[src/sv/dda_pkg.sv]
// Shared constants, types and helper functions of the dipole diffusion accumulator.
// Depends on nothing; the divider, queue, front end, back end and top level import it.
package dda_pkg;

  // Fixed-point format of positions, depths, irradiance and area.
  localparam int unsigned FRACTION_BITS = 16;

  // Widths of the datapath.
  localparam int unsigned COORD_W = 32;
  localparam int unsigned SUM_W   = 48;
  localparam int unsigned DIVD_W  = 64 + FRACTION_BITS;

  // Q31 constants, the exponent cutoff and the saturation limits.
  localparam logic [31:0] ONE_Q31         = 32'h8000_0000;
  localparam logic [31:0] INV_FOUR_PI_Q31 = 32'd170891319;
  localparam logic [63:0] EXP_CUTOFF      = 64'd22;
  localparam logic [SUM_W-1:0] SUM_MAX    = {SUM_W{1'b1}};
  localparam logic [63:0] QF_HI_LIM       = {64{1'b1}} >> (32 - FRACTION_BITS);

  // Alignment of the exponent argument, which arrives in Q(2F).
  localparam int unsigned EXP_FRAC_W = 2 * FRACTION_BITS;
  localparam logic [63:0] EXP_FRAC_MASK = (64'd1 << EXP_FRAC_W) - 64'd1;
  localparam int unsigned EXP_SH_DN = (EXP_FRAC_W >= 31) ? EXP_FRAC_W - 31 : 0;
  localparam int unsigned EXP_SH_UP = (EXP_FRAC_W >= 31) ? 0 : 31 - EXP_FRAC_W;

  // Configuration register indexes.
  typedef enum logic [2:0] {
    CFG_REAL_DEPTH    = 3'd0,
    CFG_VIRTUAL_DEPTH = 3'd1,
    CFG_EXTINCTION    = 3'd2,
    CFG_QUERY_X       = 3'd3,
    CFG_QUERY_Y       = 3'd4,
    CFG_QUERY_Z       = 3'd5
  } cfg_idx_e;

  // Register file contents.
  typedef struct packed {
    logic [31:0] real_source_depth;
    logic [31:0] virtual_source_depth;
    logic [31:0] transport_extinction;
    logic [31:0] query_x;
    logic [31:0] query_y;
    logic [31:0] query_z;
  } cfg_t;

  // One classified sample as handed from the front to the back.
  typedef struct packed {
    logic [63:0] r2;
    logic [31:0] irradiance;
    logic [31:0] patch_area;
    logic        final_sample;
  } work_t;

  // Saturating 64-bit add.
  function automatic logic [63:0] sat_add64(input logic [63:0] a, input logic [63:0] b);
    logic [64:0] s;
    s = {1'b0, a} + {1'b0, b};
    return s[64] ? {64{1'b1}} : s[63:0];
  endfunction

  // floor(2^32 / k) for the Horner divisors 1 to 14.
  function automatic logic [32:0] recip_k(input logic [3:0] k);
    logic [32:0] r;
    case (k)
      4'd1:    r = 33'd4294967296;
      4'd2:    r = 33'd2147483648;
      4'd3:    r = 33'd1431655765;
      4'd4:    r = 33'd1073741824;
      4'd5:    r = 33'd858993459;
      4'd6:    r = 33'd715827882;
      4'd7:    r = 33'd613566756;
      4'd8:    r = 33'd536870912;
      4'd9:    r = 33'd477218588;
      4'd10:   r = 33'd429496729;
      4'd11:   r = 33'd390451572;
      4'd12:   r = 33'd357913941;
      4'd13:   r = 33'd330382099;
      4'd14:   r = 33'd306783378;
      default: r = '0;
    endcase
    return r;
  endfunction

  // Series value of e^-f in Q31, used only to fix e^-1 at elaboration.
  function automatic logic [63:0] exp_neg_frac_c(input logic [63:0] f);
    logic [63:0] t;
    t = 64'(ONE_Q31);
    for (int k = 14; k >= 1; k--) begin
      t = 64'(ONE_Q31) - ((f * t) >> 31) / 64'(k);
    end
    return t;
  endfunction

  localparam logic [31:0] EM1_Q31 = 32'(exp_neg_frac_c(64'(ONE_Q31)));

endpackage

[src/sv/dda_in_if.sv]
// Input channel of the dipole diffusion accumulator: one irradiance sample per transfer.
// Self-contained; used by the top level and the front end.
interface dda_in_if;
  logic               valid;
  logic               ready;
  logic signed [31:0] sample_x;
  logic signed [31:0] sample_y;
  logic signed [31:0] sample_z;
  logic        [31:0] irradiance;
  logic        [31:0] patch_area;
  logic               final_sample;

  modport source (
    output valid, sample_x, sample_y, sample_z, irradiance, patch_area, final_sample,
    input  ready
  );
  modport sink (
    input  valid, sample_x, sample_y, sample_z, irradiance, patch_area, final_sample,
    output ready
  );
endinterface

[src/sv/dda_front.sv]
// Front end: accepts samples and forms the saturated squared distance to the query point.
// Depends on dda_pkg and dda_in_if; feeds dda_queue.
module dda_front import dda_pkg::*; (
  input  logic   clk_i,
  input  logic   rst_ni,
  dda_in_if.sink in_i,
  input  cfg_t   cfg_i,
  output logic   push_o,
  output work_t  push_data_o,
  input  logic   full_i
);

  typedef enum logic [1:0] {
    F_IDLE,
    F_SQ,
    F_PUSH
  } front_state_e;

  front_state_e state_q;
  logic [1:0]   cnt_q;
  logic [31:0]  mag_q [3];
  logic [63:0]  prod_q;
  work_t        work_q;

  logic [31:0] mag_x;
  logic [31:0] mag_y;
  logic [31:0] mag_z;

  // Capped magnitude of a coordinate difference.
  function automatic logic [31:0] diff_mag(input logic [31:0] q, input logic [31:0] s);
    logic signed [32:0] d;
    logic        [32:0] m;
    d = $signed({q[31], q}) - $signed({s[31], s});
    m = d[32] ? 33'(-d) : 33'(d);
    return m[32] ? 32'hFFFF_FFFF : m[31:0];
  endfunction

  always_comb begin
    mag_x = diff_mag(cfg_i.query_x, in_i.sample_x);
    mag_y = diff_mag(cfg_i.query_y, in_i.sample_y);
    mag_z = diff_mag(cfg_i.query_z, in_i.sample_z);
  end

  assign in_i.ready  = (state_q == F_IDLE);
  assign push_o      = (state_q == F_PUSH) && !full_i;
  assign push_data_o = work_q;

  always_ff @(posedge clk_i or negedge rst_ni) begin
    if (!rst_ni) begin
      state_q <= F_IDLE;
      cnt_q   <= '0;
    end else begin
      case (state_q)
        F_IDLE: begin
          if (in_i.valid) begin
            cnt_q   <= '0;
            state_q <= F_SQ;
          end
        end
        F_SQ: begin
          cnt_q <= cnt_q + 2'd1;
          if (cnt_q == 2'd3) begin
            state_q <= F_PUSH;
          end
        end
        F_PUSH: begin
          if (!full_i) begin
            state_q <= F_IDLE;
          end
        end
        default: state_q <= F_IDLE;
      endcase
    end
  end

  // Square one magnitude per cycle, add the previous square into r2.
  always_ff @(posedge clk_i) begin
    if (state_q == F_IDLE && in_i.valid) begin
      mag_q[0]             <= mag_x;
      mag_q[1]             <= mag_y;
      mag_q[2]             <= mag_z;
      work_q.r2            <= '0;
      work_q.irradiance    <= in_i.irradiance;
      work_q.patch_area    <= in_i.patch_area;
      work_q.final_sample  <= in_i.final_sample;
    end else if (state_q == F_SQ) begin
      prod_q   <= mag_q[0] * mag_q[0];
      mag_q[0] <= mag_q[1];
      mag_q[1] <= mag_q[2];
      mag_q[2] <= '0;
      if (cnt_q != 2'd0) begin
        work_q.r2 <= sat_add64(work_q.r2, prod_q);
      end
    end
  end

endmodule

[src/flat_wrapper.sv]
// flat-port wrapper written by rule: the top's interface ports become plain ports
module dda_front_flat import dda_pkg::*;
  (clk_i, rst_ni, cfg_i, push_o, push_data_o, full_i, in_i_valid, in_i_sample_x, in_i_sample_y, in_i_sample_z, in_i_irradiance, in_i_patch_area, in_i_final_sample, in_i_ready);
  dda_in_if in_i_i ();
  input  logic clk_i;
  input  logic rst_ni;
  input  cfg_t cfg_i;
  output logic push_o;
  output work_t push_data_o;
  input  logic full_i;
  input wire logic [$bits(in_i_i.valid)-1:0] in_i_valid;
  input wire logic [$bits(in_i_i.sample_x)-1:0] in_i_sample_x;
  input wire logic [$bits(in_i_i.sample_y)-1:0] in_i_sample_y;
  input wire logic [$bits(in_i_i.sample_z)-1:0] in_i_sample_z;
  input wire logic [$bits(in_i_i.irradiance)-1:0] in_i_irradiance;
  input wire logic [$bits(in_i_i.patch_area)-1:0] in_i_patch_area;
  input wire logic [$bits(in_i_i.final_sample)-1:0] in_i_final_sample;
  output wire logic [$bits(in_i_i.ready)-1:0] in_i_ready;
  assign in_i_i.valid = in_i_valid;
  assign in_i_i.sample_x = in_i_sample_x;
  assign in_i_i.sample_y = in_i_sample_y;
  assign in_i_i.sample_z = in_i_sample_z;
  assign in_i_i.irradiance = in_i_irradiance;
  assign in_i_i.patch_area = in_i_patch_area;
  assign in_i_i.final_sample = in_i_final_sample;
  assign in_i_ready = in_i_i.ready;
  dda_front u_core (.clk_i(clk_i), .rst_ni(rst_ni), .in_i(in_i_i), .cfg_i(cfg_i), .push_o(push_o), .push_data_o(push_data_o), .full_i(full_i));
endmodule
[config.mk]
export PLATFORM = sky130hd
export DESIGN_NAME = dda_front_flat
export DESIGN_NICKNAME = d
export VERILOG_FILES = /design/src/sv/dda_pkg.sv /design/src/sv/dda_in_if.sv /design/src/sv/dda_front.sv /design/src/flat_wrapper.sv
export SDC_FILE = /design/constraint.sdc
export NUM_CORES = 2
export LEC_CHECK = 0
export ABC_CLOCK_PERIOD_IN_PS = 8200
export CORE_ASPECT_RATIO = 1.4
export CORE_MARGIN = 8
export CORE_UTILIZATION = 61
export DETAILED_ROUTE_END_ITERATION = 8
export DONT_BUFFER_PORTS = 1
export GPL_TIMING_DRIVEN = 0
export MAX_ROUTING_LAYER = met4
export PLACE_DENSITY = 0.77
export SYNTH_ARGS = -nofsm -noshare
export SYNTH_HDL_FRONTEND = slang
export SYNTH_SLANG_ARGS = --single-unit
[constraint.sdc]
create_clock -name clk_i -period 8.2 [get_ports clk_i]
set_clock_uncertainty 0.2 [all_clocks]
set_input_delay 2.46 -clock clk_i [delete_from_list [all_inputs] [get_ports clk_i]]
set_output_delay 2.46 -clock clk_i [all_outputs]
set_load 0.01 [all_outputs]
==> results.json <==
{
  "relSlewSlack_pct": 11.1,
  "fin_crit_sh_pct": 103,
  "ctsRootBufferMaster": "clkbuf_16",
  "row_count": 126,
  "crit_slowest_cell": "fa_2",
  "design.core.area_mm2": 0.0839,
  "critPathMaxStageDelay_ps": 650,
  "cts_tree": "built",
  "rsz0062_at_grt": "true",
  "cp.required_ps": 8380,
  "dr.pass1.iters": 6,
  "antenna_found_initial": 3,
  "synthesis.area_mm2": 0.0514,
  "numCtsBuffers": 29,
  "drc_errors": 0,
  "port_buffers": 0,
  "grt_first_pass_wirelength_um": 251000,
  "synthToLayoutAreaGrowth_pct": 11.6,
  "async_reset_ff_share_pct": 1.37,
  "fin_crit_ps": 8420,
  "synth_edf_count": 224,
  "synthFlopType": "edfxtp_1",
  "insertion_delay_ps": 640,
  "grt_usage_pct": 36.0,
  "layout.nets": 7462,
  "initial_core_util_pct": 61.3,
  "stdcell_count": 6968,
  "seq_area_frac_synth_pct": 15.8,
  "dpl.cell_count": 6736,
  "violations": "setup timing",
  "vias": 42200,
  "die-area_mm2": 0.0939,
  "cp_max_fo": 4,
  "vias_per_cell": 6.05,
  "arrival_ps": 8600,
  "pin_count": 488,
  "hold_violations": 0,
  "syn-num-nets": 7257,
  "final_max_slew_viol_count": 0,
  "drtAntennaViolNets": 0,
  "grt_pass1_vias": 44200,
  "routed_wl_um": 167000,
  "whs_ps": 374,
  "fin_tns_setup_ps": -803,
  "worstSetupPathType": "reg2reg",
  "drt-initial-drc-count": 3303,
  "ys_seq_elements": 292,
  "clock.fmax_mhz": 119,
  "cts.sinks": 292,
  "grt.overflow.total": 0,
  "status": "complete, but fails checks",
  "grt_max_degree": 76,
  "synth_cell_types": 99,
  "post_drt_wl_per_cell_um": 24.0,
  "cts.clk_slew.worst_paths_ps": 70,
  "maxCapViolCount": 0,
  "end_kind": "flip-flop",
  "syn_inst": 5645,
  "dp_hpwl_um": 134000,
  "syn_area_per_cell_um2": 9.10,
  "yosysWarnings": 0,
  "worst_pin_slew_ps": 1320,
  "place_congestion": 1.07,
  "hold_class": "reg2reg",
  "htreeDepth": 1,
  "setup_viol": 8,
  "fin_ws_ps": -222,
  "hold_buffers": 0,
  "die_x_um": 261,
  "drive_gt1_share_pct": 10.7,
  "start_kind": "flip-flop",
  "cp_common_cell": "fa_1",
  "cts.path.max_buffers": 3,
  "die_h_um": 359
}
-- per-layer routing --
layer	part of all wire [%]	global-route usage, %
met3	7.8	6.37
met2	49	61.2
met1	34	37.3
met4	9.4	25.4
met5	0	-
-- worst max-delay path: cells and delay by family (launching register included) --
kind | cells | cell delay (ps)
flops | 1 | 340
simple gates | 2 | 270
compound gates | 9 | 2060
xor+xnor | 1 | 160
buf+inv | 7 | 830
fa+ha+maj | 9 | 4290
-- cell families after synthesis --
kind of cell	synth area share, %
XOR/XNOR	5.06
adder cells (fa/ha/maj)	42.2
multiplexers	0.224
AND/OR/NAND/NOR	12.8
flip-flops	15.8
AO/OA/AOI/OAI	13.9
buffers and inverters	10.0
-- worst paths after layout --
check | depth (start not counted) | end | slack, ps | from
setup / recovery | 28 | u_core.prod_q[62]$_DFFE_PP_ | -220 | u_core.mag_q[0][15]$_DFFE_PP_
hold / removal | 1 | u_core.cnt_q[0]$_DFFE_PN0P_ | 370 | u_core.cnt_q[0]$_DFFE_PN0P_
setup reg to reg | 28 | u_core.prod_q[62]$_DFFE_PP_ | -220 | u_core.mag_q[0][15]$_DFFE_PP_
hold reg to reg | 1 | u_core.cnt_q[0]$_DFFE_PN0P_ | 370 | u_core.cnt_q[0]$_DFFE_PN0P_
max in group asynchronous | 0 | u_core.state_q[1]$_DFFE_PN0P_ | 6420 | rst_ni
min in group asynchronous | 0 | u_core.cnt_q[0]$_DFFE_PN0P_ | 1310 | rst_ni
-- stage by stage --
step	setup slack, ps	util (%)	area, um^2
6_report	-222	68.4	57300
5_1_grt	-416	68.4	57300
4_1_cts	-79.9	67.3	56500
3_5_place_dp	-2660	63.0	52800
3_3_place_gp	-2670	62.9	52700
2_1_floorplan	31.9	-	51400
-- repair_timing --
item,in CTS,in global routing
endpoints found under the hold margin,0,0
pin swaps,111,138
setup buffers,147,47
resized for setup,423,173
setup endpoints to repair,48,20
-- cells in the mapped netlist, types with 20 or more instances --
library cell	n	area [um^2]
a211oi_1	35	263
a21o_1	147	1100
a21oi_1	297	1490
a31oi_1	110	688
and2_1	251	1570
and3_1	52	325
buf_2	20	100
clkbuf_1	211	792
dfxtp_1	64	1280
edfxtp_1	224	6730
fa_1	795	15900
ha_1	460	5760
inv_1	1126	4230
nand2_1	423	1590
nand2b_1	35	219
nand3_1	50	250
nand4_1	41	257
nor2_1	237	890
nor2b_1	39	244
nor3_1	63	315
o211ai_1	24	180
o21a_1	39	293
o21ai_0	243	1220
o21bai_1	34	255
o31ai_1	22	165
or3_1	27	169
xnor2_1	167	1460
xor2_1	130	1140
-- cells in the final DEF, fill, tap and decap left out, types with 63 or more instances in the layout --
cell,n
a21o_1,147
a21oi_1,278
a31oi_1,106
and2_1,228
buf_4,161
clkbuf_1,110
dfxtp_1,64
edfxtp_1,224
fa_1,751
ha_1,429
inv_1,1099
nand2_1,392
nor2_1,227
nor3_1,63
o21ai_0,229
xnor2_1,166
xor2_1,128
-- sequential cells by signal, summed over array words and instances (netlist names) --
name / cells
u_core.cnt_q: 2
u_core.mag_q: 96
u_core.prod_q: 63
u_core.push_data_o: 129
u_core.state_q: 2
-- cell type report --
cell class / count / area [um^2]
multi-input combinational: 3992 / 39100
fill: 6521 / 26500
sequential: 292 / 8110
inverter: 1127 / 4270
timing repair buffer: 194 / 1760
buffer: 214 / 1750
tap: 1088 / 1360
clock buffer: 43 / 840
clock inverter: 11 / 131
antenna: 7 / 17.5
Power is not shown: default switching activity piles up to over one toggle a cycle in this logic, so the estimate is an artifact.
