--- config.mk ---
export PLATFORM = sky130hd
export DESIGN_NAME = dda_queue
export DESIGN_NICKNAME = d
export VERILOG_FILES = /design/src/sv/dda_pkg.sv /design/src/sv/dda_queue.sv
export SDC_FILE = /design/constraint.sdc
export NUM_CORES = 1
export LEC_CHECK = 0
export BUFFER_PORTS_ARGS = -buffer_cell sky130_fd_sc_hd__buf_4
export CAP_MARGIN = 0
export CORE_MARGIN = 1.5
export CORE_UTILIZATION = 47
export CTS_CLUSTER_SIZE = 20
export DETAILED_ROUTE_END_ITERATION = 10
export GPL_ROUTABILITY_DRIVEN = 0
export HOLD_SLACK_MARGIN = 0.03
export PLACE_DENSITY = 0.87
export SLEW_MARGIN = 20
export SYNTH_ARGS = -nofsm -noshare
export SYNTH_HDL_FRONTEND = slang
export SYNTH_SLANG_ARGS = --single-unit
--- constraint.sdc ---
create_clock -name clk_i -period 6.9 [get_ports clk_i]
set_input_delay 1.035 -clock clk_i [delete_from_list [all_inputs] [get_ports clk_i]]
set_output_delay 1.035 -clock clk_i [all_outputs]
set_load 0.1 [all_outputs]
--- src/sv/dda_pkg.sv ---
// Shared constants, types and helper functions of the dipole diffusion accumulator.
// Depends on nothing; the divider, queue, front end, back end and top level import it.
package dda_pkg;

  // Fixed-point format of positions, depths, irradiance and area.
  localparam int unsigned FRACTION_BITS = 16;

  // Widths of the datapath.
  localparam int unsigned COORD_W = 32;
  localparam int unsigned SUM_W   = 48;
  localparam int unsigned DIVD_W  = 64 + FRACTION_BITS;

  // Q31 constants, the exponent cutoff and the saturation limits.
  localparam logic [31:0] ONE_Q31         = 32'h8000_0000;
  localparam logic [31:0] INV_FOUR_PI_Q31 = 32'd170891319;
  localparam logic [63:0] EXP_CUTOFF      = 64'd22;
  localparam logic [SUM_W-1:0] SUM_MAX    = {SUM_W{1'b1}};
  localparam logic [63:0] QF_HI_LIM       = {64{1'b1}} >> (32 - FRACTION_BITS);

  // Alignment of the exponent argument, which arrives in Q(2F).
  localparam int unsigned EXP_FRAC_W = 2 * FRACTION_BITS;
  localparam logic [63:0] EXP_FRAC_MASK = (64'd1 << EXP_FRAC_W) - 64'd1;
  localparam int unsigned EXP_SH_DN = (EXP_FRAC_W >= 31) ? EXP_FRAC_W - 31 : 0;
  localparam int unsigned EXP_SH_UP = (EXP_FRAC_W >= 31) ? 0 : 31 - EXP_FRAC_W;

  // Configuration register indexes.
  typedef enum logic [2:0] {
    CFG_REAL_DEPTH    = 3'd0,
    CFG_VIRTUAL_DEPTH = 3'd1,
    CFG_EXTINCTION    = 3'd2,
    CFG_QUERY_X       = 3'd3,
    CFG_QUERY_Y       = 3'd4,
    CFG_QUERY_Z       = 3'd5
  } cfg_idx_e;

  // Register file contents.
  typedef struct packed {
    logic [31:0] real_source_depth;
    logic [31:0] virtual_source_depth;
    logic [31:0] transport_extinction;
    logic [31:0] query_x;
    logic [31:0] query_y;
    logic [31:0] query_z;
  } cfg_t;

  // One classified sample as handed from the front to the back.
  typedef struct packed {
    logic [63:0] r2;
    logic [31:0] irradiance;
    logic [31:0] patch_area;
    logic        final_sample;
  } work_t;

  // Saturating 64-bit add.
  function automatic logic [63:0] sat_add64(input logic [63:0] a, input logic [63:0] b);
    logic [64:0] s;
    s = {1'b0, a} + {1'b0, b};
    return s[64] ? {64{1'b1}} : s[63:0];
  endfunction

  // floor(2^32 / k) for the Horner divisors 1 to 14.
  function automatic logic [32:0] recip_k(input logic [3:0] k);
    logic [32:0] r;
    case (k)
      4'd1:    r = 33'd4294967296;
      4'd2:    r = 33'd2147483648;
      4'd3:    r = 33'd1431655765;
      4'd4:    r = 33'd1073741824;
      4'd5:    r = 33'd858993459;
      4'd6:    r = 33'd715827882;
      4'd7:    r = 33'd613566756;
      4'd8:    r = 33'd536870912;
      4'd9:    r = 33'd477218588;
      4'd10:   r = 33'd429496729;
      4'd11:   r = 33'd390451572;
      4'd12:   r = 33'd357913941;
      4'd13:   r = 33'd330382099;
      4'd14:   r = 33'd306783378;
      default: r = '0;
    endcase
    return r;
  endfunction

  // Series value of e^-f in Q31, used only to fix e^-1 at elaboration.
  function automatic logic [63:0] exp_neg_frac_c(input logic [63:0] f);
    logic [63:0] t;
    t = 64'(ONE_Q31);
    for (int k = 14; k >= 1; k--) begin
      t = 64'(ONE_Q31) - ((f * t) >> 31) / 64'(k);
    end
    return t;
  endfunction

  localparam logic [31:0] EM1_Q31 = 32'(exp_neg_frac_c(64'(ONE_Q31)));

endpackage

--- src/sv/dda_queue.sv ---
// Two-entry queue that decouples the sample front end from the diffusion back end.
// Depends on dda_pkg for the work item type.
module dda_queue import dda_pkg::*; (
  input  logic  clk_i,
  input  logic  rst_ni,
  input  logic  push_i,
  input  work_t push_data_i,
  output logic  full_o,
  input  logic  pop_i,
  output work_t pop_data_o,
  output logic  empty_o
);

  work_t       mem_q [2];
  logic        wr_ptr_q;
  logic        rd_ptr_q;
  logic [1:0]  count_q;
  logic        do_push;
  logic        do_pop;

  assign full_o     = (count_q == 2'd2);
  assign empty_o    = (count_q == 2'd0);
  assign do_push    = push_i && !full_o;
  assign do_pop     = pop_i && !empty_o;
  assign pop_data_o = mem_q[rd_ptr_q];

  // Pointers and fill level.
  always_ff @(posedge clk_i or negedge rst_ni) begin
    if (!rst_ni) begin
      wr_ptr_q <= 1'b0;
      rd_ptr_q <= 1'b0;
      count_q  <= '0;
    end else begin
      if (do_push) begin
        wr_ptr_q <= ~wr_ptr_q;
      end
      if (do_pop) begin
        rd_ptr_q <= ~rd_ptr_q;
      end
      if (do_push && !do_pop) begin
        count_q <= count_q + 2'd1;
      end else if (do_pop && !do_push) begin
        count_q <= count_q - 2'd1;
      end
    end
  end

  // Storage.
  always_ff @(posedge clk_i) begin
    if (do_push) begin
      mem_q[wr_ptr_q] <= push_data_i;
    end
  end

endmodule

==> results of run 1 <==
[final timing paths]
kind	startpoint	end	slack [ns]
setup / recovery	rd_ptr_q$_DFFE_PN0P_	pop_data_o[36]	2.84
hold / removal	rst_ni	wr_ptr_q$_DFFE_PN0P_	0.31
setup reg to reg	count_q[0]$_DFFE_PN0P_	mem_q[1][102]$_DFFE_PP_	4.20
hold reg to reg	count_q[1]$_DFFE_PN0P_	count_q[1]$_DFFE_PN0P_	0.54
max in group asynchronous	rst_ni	rd_ptr_q$_DFFE_PN0P_	6.47
min in group clk_i	count_q[1]$_DFFE_PN0P_	count_q[1]$_DFFE_PN0P_	0.54
[cell usage after synthesis (all sizes together) (2+ instances only)]
| cell | count | share of area, % |
|---|---|---|
| buf | 14 | 1.4 |
| xor2 | 2 | 0.18 |
| nor2 | 3 | 0.12 |
| edfxtp | 258 | 81 |
| inv | 2 | 0.079 |
| dfrtp | 4 | 1.1 |
| xnor2 | 3 | 0.28 |
| mux2 | 129 | 15 |
[cell families after synthesis]
| family | count (synthesis) |
|---|---|
| DFF | 262 |
| muxes | 129 |
| AOI/OAI and AO/OA | 1 |
| buffers and inverters | 16 |
| xor gates and xnor gates | 5 |
| and+or+nand+nor | 6 |
| adders and majority gates | 1 |
[cells in the final DEF (no fill, tap or decap), types with 2 or more instances in the layout]
cell type                   instances
sky130_fd_sc_hd__buf_4            267
sky130_fd_sc_hd__edfxtp_1         258
sky130_fd_sc_hd__mux2_2           129
sky130_fd_sc_hd__clkbuf_16         27
sky130_fd_sc_hd__clkinv_1           9
sky130_fd_sc_hd__clkbuf_1           5
sky130_fd_sc_hd__xnor2_1            3
sky130_fd_sc_hd__clkinv_2           3
sky130_fd_sc_hd__dfrtp_1            3
sky130_fd_sc_hd__inv_1              2
sky130_fd_sc_hd__nor2_1             2
sky130_fd_sc_hd__xor2_1             2
[sequential cells by signal, indices dropped and copies added, names as in the netlist]
register / cells
mem_q: 258
count_q: 2
rd_ptr_q: 1
wr_ptr_q: 1
[per-layer routing]
metal  track usage, %  share of wire, %  wire, um  vias up
li1                 -                 -         -     2230
met1             20.3                40      7410     2390
met2             29.9                51      9420      200
met3             4.39               6.8      1250       33
met4             5.51               2.3       425        0
met5                0                 0         0        -
[metrics by stage]
stage,cells,worst slack [ns],utilization (%),area [um2]
finish,985,2.84,63.8,12500
global route,985,2.67,63.8,12500
CTS,985,2.78,63.8,12500
detailed placement,938,3.34,59.8,11700
global placement,938,3.43,59.8,11700
floorplan,420,1.97,-,9530
[final cells by class]
class	count	area, um2
repair buffers	267	2000
well taps	265	332
flip-flops and latches	262	7850
inverters	2	7.51
clock buffers	32	694
multi-input cells	142	1550
clock inverters	15	95.1
fillers	1356	7120
==> results.txt, run 1 <==
- Final worst-path cycle share: 58.9%
* Total number of H-tree levels: 1
- The min-delay analysis places its worst path in the category in -> async.
- Most used DFF post-synth: sky130_fd_sc_hd__edfxtp_1
* Setup CP Type: reg -> out
- CP Data Arrival Time: 3.03 ns
* Warnings, synthesis: 0
- Entering global routing, the biggest net connects 69 pins.
- The first global-routing pass estimated 28200 um of wire.
* CTS Root Cell: sky130_fd_sc_hd__clkbuf_16
- The clock drives 262 sinks.
- TritonCTS Buffers: 26
- STA puts the critical path data required time at 5.86 ns.
* Initial cell density of the core: 48.5%
* Clock-pin slew reported for the worst setup and hold paths after clock tree synthesis: 0.06 ns
* Cell count after synthesis: 420
* Post-CTS Repair Setup Buffers: 0
- Mux cell area share after synthesis: 15.2%
* Post-synthesis compound-gate area fraction: 0.0525%
- Max-cap violation count: 0
- Across all hold checks on the routed design, the worst slack comes to 0.314 ns.
- In this run the tightest slew margin relative to its limit is 37.7%.
* Final worst path period need: 4.06 ns
* EDFF count, synth: 258
* Total of endpoints with negative setup slack in the final report: 0
* Seq/Total Area, Yosys: 82.3%
- Synthesized Nets: 554
* RSZ-0062 raised after global routing: no
- The floorplan step defined a die boundary enclosing 21100 um2.
- Delay-heaviest family, CP: buffers and inverters
* Count of buffers inserted at the top-level ports: 263
- The clock arrives with 0.00533 ns of skew.
- For the pin with the worst max-slew slack, the measured transition is 0.934 ns.
- Sum of overflow across all layers after global routing: 0
- Longest individual stage delay on the worst path: 0.95 ns
- The count of nets left with antenna violations once routing finished came out at 0.
- Peak Freq: 0.246 GHz
- Hold bufs inserted after CTS: 0
* Chip height: 145 um
- The repair_antennas step left the layout with diodes totalling 0.
- STA classifies the critical path startpoint as a register.
* Share of layout cells above drive strength 1: 60.0%
* Post-Syn Area per Cell: 22.7 um2
* Initial antenna violation count: 0
- Cell with the most instances on the worst path: sky130_fd_sc_hd__buf_4
- Via count of the routed design: 4853
- The synthesized netlist contains 15 unique library cells.
- XOR/XNOR Fraction of Synth Area: 0.459%
* Share of synthesized cell area in full adder, half adder and majority cells: 0.131%
- Traced cell by cell, the critical path runs through buf_4 > mux2_2 > buf_4.
* Floorplan core area: 19700 um2
* Relative area change from synthesis to final layout: 31.5%
- The routed design has 18500 um of wire.
- In this run, synthesis produced a sequential element count of 262.
- Run status: finished, final reports clean
* Slew Limit Fails: 0
- Async SR Flop Fraction: 1.53%
- For this design the top-level I/O count stands at 264.
- Counting cells, the worst reg-to-reg path comes to 3.
- Slowest stage cell, crit path: sky130_fd_sc_hd__dfrtp_4
- Detailed-placement wirelength estimate: 12300 um
- Summed over all failing endpoints, the final setup total negative slack is 0 ns.
- Initial drt markers: 172
* Cell area after technology mapping: 9530 um2
- Wire length per cell: 18.8 um
- The number of hold violations in the final report was 0.
- Number of search-and-repair iterations in the first detailed-routing pass: 4
* Horizontal die dimension: 145 um
* Dominant combinational cell family by area after synthesis: multiplexers
- Global routing consumed, over all layers together, 16.9% of the routing resources.
- After detailed routing, the number of vias per cell comes to 4.93.
* Quantity of gates resized following cts: 0
* Clock tree from TritonCTS: yes
- Element type at the critical path end: output port
- Critical Path Fanout Max: 68
* Number of global-route vias before repair: 5302
* Buffers plus inverters on the worst setup path: 2
- Number of buffers between clock root and the deepest sink: 3
* Clock latency on the worst-skew pair: 0.50 ns
* Fraction of the mapped netlist area in simple logic gates: 0.289%
* Remaining DRCs: 0
- CP Depth: 3
- Standard-cell row count: 51
* # nets final: 835
Power of run 1 is not shown: default switching activity piles up to over one toggle a cycle in this logic, so the estimate is an artifact.
==> run 2: changes to the inputs <==
==> constraint.sdc (replaced) <==
create_clock -name clk_i -period 3.7 [get_ports clk_i]
set_input_delay 0.555 -clock clk_i [delete_from_list [all_inputs] [get_ports clk_i]]
set_output_delay 0.555 -clock clk_i [all_outputs]
set_load 0.1 [all_outputs]
==> run 2 against run 1 <==
Net effect: worst hold slack worse by 0.10 ns; critical path depth stayed put; register-to-register slack worse by 2.6 ns; cell count is 0.41% higher; setup slack worse by 2.1 ns; global-route usage is 0.71 points higher; sequential share of layout area is 0.72 points lower; critical path type unchanged; critical endpoint is now pop_data_o[27].
==> results.txt, run 2 (synthesis results as in run 1) <==
- Worst Setup Slack post-DPL: 1.27 ns (-2.07 ns)
* Grt met3 use: 4.61% (+0.22 points)
* Setup slack after layout: 0.710 ns (-2.13 ns)
- The horizontal extent of the die came to 145 um (unchanged).
- Pin count of the biggest net entering global routing: 77 (+12%)
- Number of flip-flops under the largest register name: 258 (unchanged)
- CP Data Arrival Time: 2.44 ns (-0.59 ns)
- Post-CTS Repair Setup Buffers: 0 (unchanged)
* Cell with the most instances on the worst path: sky130_fd_sc_hd__buf_4
- Dividing the final minimum period by the clock period gives 80.8%.
* Run status: finished, final reports clean
* Quantity of gates resized following cts: 0 (unchanged)
- WHS: 0.213 ns (-0.101 ns)
* Floorplan core area: 19700 um2 (unchanged)
* Critical Path Fanout Max: 36 (-47%)
* Slew Limit Fails: 0 (unchanged)
- The number of violations reported at the end of detailed-routing iteration 0 is 177 (+2.9%).
- Sum of overflow across all layers after global routing: 0 (unchanged)
- The summed negative setup slack over all endpoints is 0 ns (unchanged).
- The number of sinks handled by clock tree synthesis was 262 (unchanged).
* Initial antenna violation count: 0 (unchanged)
- The number of antenna repair diodes was 0 (unchanged).
* Global router's overall resource usage: 17.7% (+0.71 points)
- On the critical path, the stage with the largest delay is an instance of sky130_fd_sc_hd__dfrtp_4.
* Clock latency on the worst-skew pair: 0.52 ns (+0.02 ns)
- The initial core utilization is 48.5% (unchanged).
* Standard-cell row count: 51 (unchanged)
- Most common library cell in the layout ignoring fill and taps: sky130_fd_sc_hd__buf_4
- The headroom to the max-slew limit is 32.7% (-5.0 points).
- The setup slack on the worst flop-to-flop path is 1.58 ns (-2.62 ns).
* Relative area change from synthesis to final layout: 33.1%
- Count of final hold-check violations: 0 (unchanged)
- The worst path in the final design needs a cycle of 2.99 ns, including I/O delays and setup.
- The share of the core filled with cells in the final layout was 64.5% (+0.74 points).
- CTS Root Cell: sky130_fd_sc_hd__clkbuf_16
- Clock-pin slew reported for the worst setup and hold paths after clock tree synthesis: 0.06 ns (about the same)
- Global routing usage on met1: 21.0% (+0.73 points)
- First-pass GRT wire length: 29200 um (+3.5%)
- TritonCTS built the clock tree.
* Setup CP Type: reg -> out
- The largest clock skew in the final design came to 0.0137 ns (+0.00833 ns).
* Number of global-route vias before repair: 5327 (+0.47%)
- Total number of H-tree levels: 1 (unchanged)
- The number of maximum-capacitance violations was 0 (unchanged).
- The signal on the critical path passes through buf_4 > mux2_2 > buf_4.
- The vertical die dimension was 145 um (unchanged).
* # nets final: 839 (+0.48%)
- Hold bufs inserted after CTS: 1 (+1)
- The clock buffer count from CTS is 27 (+3.8%).
- Longest individual stage delay on the worst path: 0.71 ns (-0.24 ns)
- The met2 layer usage reported by global route was 31.4% (+1.5 points).
- met2 is the most crowded layer.
* Total of endpoints with negative setup slack in the final report: 0 (unchanged)
* Remaining DRCs: 0 (unchanged)
* Biggest regs: mem_q (258), count_q (2)
- The required time of the worst setup path came to 3.14 ns (-2.72 ns).
* Via count normalized by instance count: 4.95 (+0.56%)
* Count of buffers inserted at the top-level ports: 263 (unchanged)
- The maximum root-to-sink buffer count is 3 (unchanged).
* Class of the tightest hold or removal check: in -> reg
- The number of nets with antenna violations after routing is 0 (unchanged).
- Number of search-and-repair iterations in the first detailed-routing pass: 4 (unchanged)
- Total Die Area: 21100 um2 (unchanged)
* Commonest non-fill, non-tap cells in the layout: sky130_fd_sc_hd__buf_4, sky130_fd_sc_hd__edfxtp_1, sky130_fd_sc_hd__mux2_2
- Slew of the pin with the lowest slew margin: 1.01 ns (+0.0751 ns)
- For this run, the top clock speed supported by timing is 0.334 GHz.
- Largest register by flop count: mem_q
- Detailed-placement wirelength estimate: 12700 um (+3.1%)
* Ports placed on the boundary: 264 (unchanged)
* Delay-heaviest family, CP: buffers and inverters
* RSZ-0062 raised after global routing: no
- Element type at the critical path end: output port
- Via count of the routed design: 4900 (+0.97%)
- The average detailed-routed wire length per instance was 19.3 um (+2.5%).
- The share of layout cells above drive strength 1 is 61.2% (+1.2 points).
* Total Routed Length: 19100 um (+3.0%)
* Buffers plus inverters on the worst setup path: 2 (unchanged)
- Worst Setup Start Kind: register
## run 2: metal layers
metal	vias up	share of wire (%)
met5	-	0
met2	194	52
met1	2419	38
li1	2243	-
met4	0	2.8
met3	44	6.7
## run 2: layout make-up
class	instances	area, um2
multi-input combinational	142	1550
tap	265	332
fill	1338	6970
timing repair buffer	270	2050
clock buffer	32	694
sequential	262	7850
clock inverter	16	190
inverter	2	7.51
## run 2: worst paths after layout
check,to,from,cells after the start
max in group asynchronous,rd_ptr_q$_DFFE_PN0P_,rst_ni,2
setup / recovery,pop_data_o[27],rd_ptr_q$_DFFE_PN0P_,3
hold / removal,mem_q[1][125]$_DFFE_PP_,push_data_i[125],1
setup reg to reg,mem_q[0][69]$_DFFE_PP_,count_q[0]$_DFFE_PN0P_,4
min in group asynchronous,count_q[0]$_DFFE_PN0P_,rst_ni,2
hold reg to reg,count_q[1]$_DFFE_PN0P_,count_q[1]$_DFFE_PN0P_,1
## run 2: metrics by stage
step,instances,instance area [um2]
2_1_floorplan,420,9540
3_3_place_gp,940,11800
3_5_place_dp,940,11800
4_1_cts,989,12700
5_1_grt,989,12700
6_report,989,12700
Power of run 2 is left out for the same reason.
==> run 3: changes to the inputs <==
--- a/config.mk
+++ b/config.mk
@@ -8,12 +8,12 @@
 export BUFFER_PORTS_ARGS = -buffer_cell sky130_fd_sc_hd__buf_4
 export CAP_MARGIN = 0
 export CORE_MARGIN = 1.5
-export CORE_UTILIZATION = 47
+export CORE_UTILIZATION = 52
 export CTS_CLUSTER_SIZE = 20
 export DETAILED_ROUTE_END_ITERATION = 10
 export GPL_ROUTABILITY_DRIVEN = 0
 export HOLD_SLACK_MARGIN = 0.03
-export PLACE_DENSITY = 0.87
+export PLACE_DENSITY = 0.9
 export SLEW_MARGIN = 20
 export SYNTH_ARGS = -nofsm -noshare
 export SYNTH_HDL_FRONTEND = slang
==> constraint.sdc (replaced) <==
create_clock -name clk_i -period 2.8 [get_ports clk_i]
set_input_delay 0.42 -clock clk_i [delete_from_list [all_inputs] [get_ports clk_i]]
set_output_delay 0.42 -clock clk_i [all_outputs]
set_load 0.1 [all_outputs]
==> run 3 against run 2 <==
Net effect: final area decreased by 0.15%; die area decreased by 9.4%; critical path depth unchanged; global-route usage increased by 1.1 points; utilization increased by 6.0 points; first-iteration DRC count decreased by 11%; routed wire length decreased by 3.7%; register-to-register slack got worse by 0.69 ns; sequential share of layout area increased by 0.092 points.
==> results.txt, run 3 (synthesis results as in run 1) <==
- Run status: finished, final reports clean
* Number of search-and-repair iterations in the first detailed-routing pass: 4 (unchanged)
- Setup slack after layout: 0.371 ns (-0.339 ns)
- Compared with the post-synthesis result, the final layout area differs by 32.9%.
* Remaining DRCs: 0 (unchanged)
* Total number of H-tree levels: 1 (unchanged)
- The via count of the first global-routing pass came to 5244 (-1.6%).
- The global router's overall resource usage is 18.7% (+1.1 points).
* Element type at the critical path end: output port
* Floorplan core area: 18000 um2 (-8.6%)
- The post-cts gate resize count was 0 (unchanged).
* # nets final: 839 (unchanged)
- The number of antenna violations at the first check in global routing was 0 (unchanged).
- RSZ-0062 raised after global routing: no
* Max-cap violation count: 0 (unchanged)
- Pin count of the biggest net entering global routing: 76 (-1.3%)
- The via count of the routed design was 4885 (-0.31%).
- STA classifies the critical path startpoint as a register.
* CTS Root Cell: sky130_fd_sc_hd__clkbuf_16
- Class of the tightest hold or removal check: in -> reg
* Share of layout cells above drive strength 1: 60.9% (-0.28 points)
- The average detailed-routed wire length per instance is 19.3 um (about the same).
- The total wirelength of the detailed-routed design was 18400 um (-3.7%).
- Clock-pin slew reported for the worst setup and hold paths after clock tree synthesis: 0.06 ns (about the same)
- The setup path with the least slack is of type reg -> out.
- Final worst-path cycle share: 86.7%
* Via count normalized by instance count: 5.13 (+3.5%)
- The number of flip-flops in the largest register is 258 (unchanged).
* Count of final hold-check violations: 0 (unchanged)
- Worst Setup Slack post-DPL: 0.876 ns (-0.390 ns)
- Ports placed on the boundary: 264 (unchanged)
- Non-filler cells, final: 953 (-3.6%)
- Clock latency on the worst-skew pair: 0.51 ns (about the same)
- The total congestion overflow was 0 (unchanged).
* Total of endpoints with negative setup slack in the final report: 0 (unchanged)
- Hold bufs inserted after CTS: 1 (unchanged)
* Detailed-placement wirelength estimate: 12300 um (-3.3%)
- The horizontal extent of the die came to 138 um (-4.8%).
- The placed cell count is 905 (-3.7%).
* Final clock skew: 0.0103 ns (-0.00334 ns)
* Total Die Area: 19200 um2 (-9.4%)
* Commonest non-fill, non-tap cells in the layout: sky130_fd_sc_hd__buf_4, sky130_fd_sc_hd__edfxtp_1, sky130_fd_sc_hd__mux2_2
- Post-CTS Repair Setup Buffers: 0 (unchanged)
- The number of slew-limit violations in the final report was 0 (unchanged).
- The clock buffer count from CTS came to 26 (-3.7%).
- Leaving out fill and tap cells, the most frequent cell in the layout is sky130_fd_sc_hd__buf_4.
- TritonCTS built the clock tree.
- Data required, critical path: 2.38 ns (-0.76 ns)
* Standard-cell row count: 49 (-3.9%)
- Antenna Violating Nets Remaining: 0 (unchanged)
- The first-pass GRT wire length is 28100 um (-4.0%).
- The vertical die dimension is 138 um (-4.8%).
* Number of buffers between clock root and the deepest sink: 3 (unchanged)
* Final worst path period need: 2.43 ns
* Critical Path Fanout Max: 75 (+110%)
- The number of violations reported at the end of detailed-routing iteration 0 came to 157 (-11%).
- Initial cell density of the core: 53.1% (+4.6 points)
- CP Data Arrival Time: 2.01 ns (-0.43 ns)
* Count of buffers inserted at the top-level ports: 263 (unchanged)
- Slew of the pin with the lowest slew margin: 0.439 ns (-0.571 ns)
- # fillers: 1083 (-19%)
* Clk sinks: 262 (unchanged)
- Ant. Diodes: 0 (unchanged)
- Static timing analysis puts the maximum clock frequency at 0.412 GHz.
- Largest register by flop count: mem_q
- In the final layout, the registers with the most flip-flops are mem_q (258), count_q (2).
- Worst rel slew slack: 70.8% (+38 points)
run 3: cell types whose count changed in the layout (fill, tap and decap cells not counted):
cell and change:
sky130_fd_sc_hd__buf_12 +3, sky130_fd_sc_hd__clkinvlp_4 -3, sky130_fd_sc_hd__buf_4 -2, sky130_fd_sc_hd__clkbuf_1 +2, sky130_fd_sc_hd__clkinv_1 +2, sky130_fd_sc_hd__clkinv_2 -2, sky130_fd_sc_hd__bufinv_16 -1, sky130_fd_sc_hd__clkbuf_8 +1
sky130_fd_sc_hd__nand2_1 -1, sky130_fd_sc_hd__nand2_4 +1, sky130_fd_sc_hd__nand2b_1 -1, sky130_fd_sc_hd__nand2b_4 +1
run 3: final timing paths:
| path | startpoint | end | slack [ns] | depth (start not counted) |
|---|---|---|---|---|
| max in group asynchronous | rst_ni | rd_ptr_q$_DFFE_PN0P_ | 2.43 | 2 |
| min | push_data_i[121] | mem_q[1][121]$_DFFE_PP_ | 0.09 | 1 |
| min reg2reg | wr_ptr_q$_DFFE_PN0P_ | wr_ptr_q$_DFFE_PN0P_ | 0.59 | 1 |
| max reg2reg | count_q[0]$_DFFE_PN0P_ | mem_q[1][74]$_DFFE_PP_ | 0.89 | 3 |
| max | rd_ptr_q$_DFFE_PN0P_ | pop_data_o[93] | 0.37 | 3 |
| min in group asynchronous | rst_ni | count_q[1]$_DFFE_PN0P_ | 0.26 | 2 |
run 3: critical path, stage by stage (launching register included):
cell                      delay, ns
sky130_fd_sc_hd__dfrtp_4       0.44
sky130_fd_sc_hd__buf_12        0.32
sky130_fd_sc_hd__mux2_2        0.41
sky130_fd_sc_hd__buf_4         0.24
run 3: area by class of cell:
type / instances / area (um2) / share of cell area (%)
Timing Repair Buffer: 271 / 2100 / 16.6
Tap cell: 229 / 287 / 2.26
Inverter: 2 / 7.51 / 0.0593
Sequential cell: 262 / 7850 / 62.0
Clock buffer: 35 / 716 / 5.65
Multi-Input combinational cell: 142 / 1570 / 12.4
Clock inverter: 12 / 135 / 1.07
run 3: layer usage:
layer	routed length [um]	share of wire, %	track usage (%)	vias to the layer above
met5	0	0	0	-
met1	6800	37	21.4	2385
met4	552	3.0	7.20	0
met2	9660	53	33.9	216
li1	-	-	-	2239
met3	1340	7.3	4.75	45
run 3: stage by stage:
stage	TNS (ns)	area (um2)	hold slack, ns	utilization [%]
final	0	12700	0.0915	70.5
after global routing	0	12700	0.0710	70.5
after CTS	0	12700	0.0687	70.5
after detailed placement	0	11800	0.218	65.7
after global placement	0	11800	0.216	65.7
after floorplan	-19.28	9560	0.124	-
Power of run 3 is left out for the same reason.
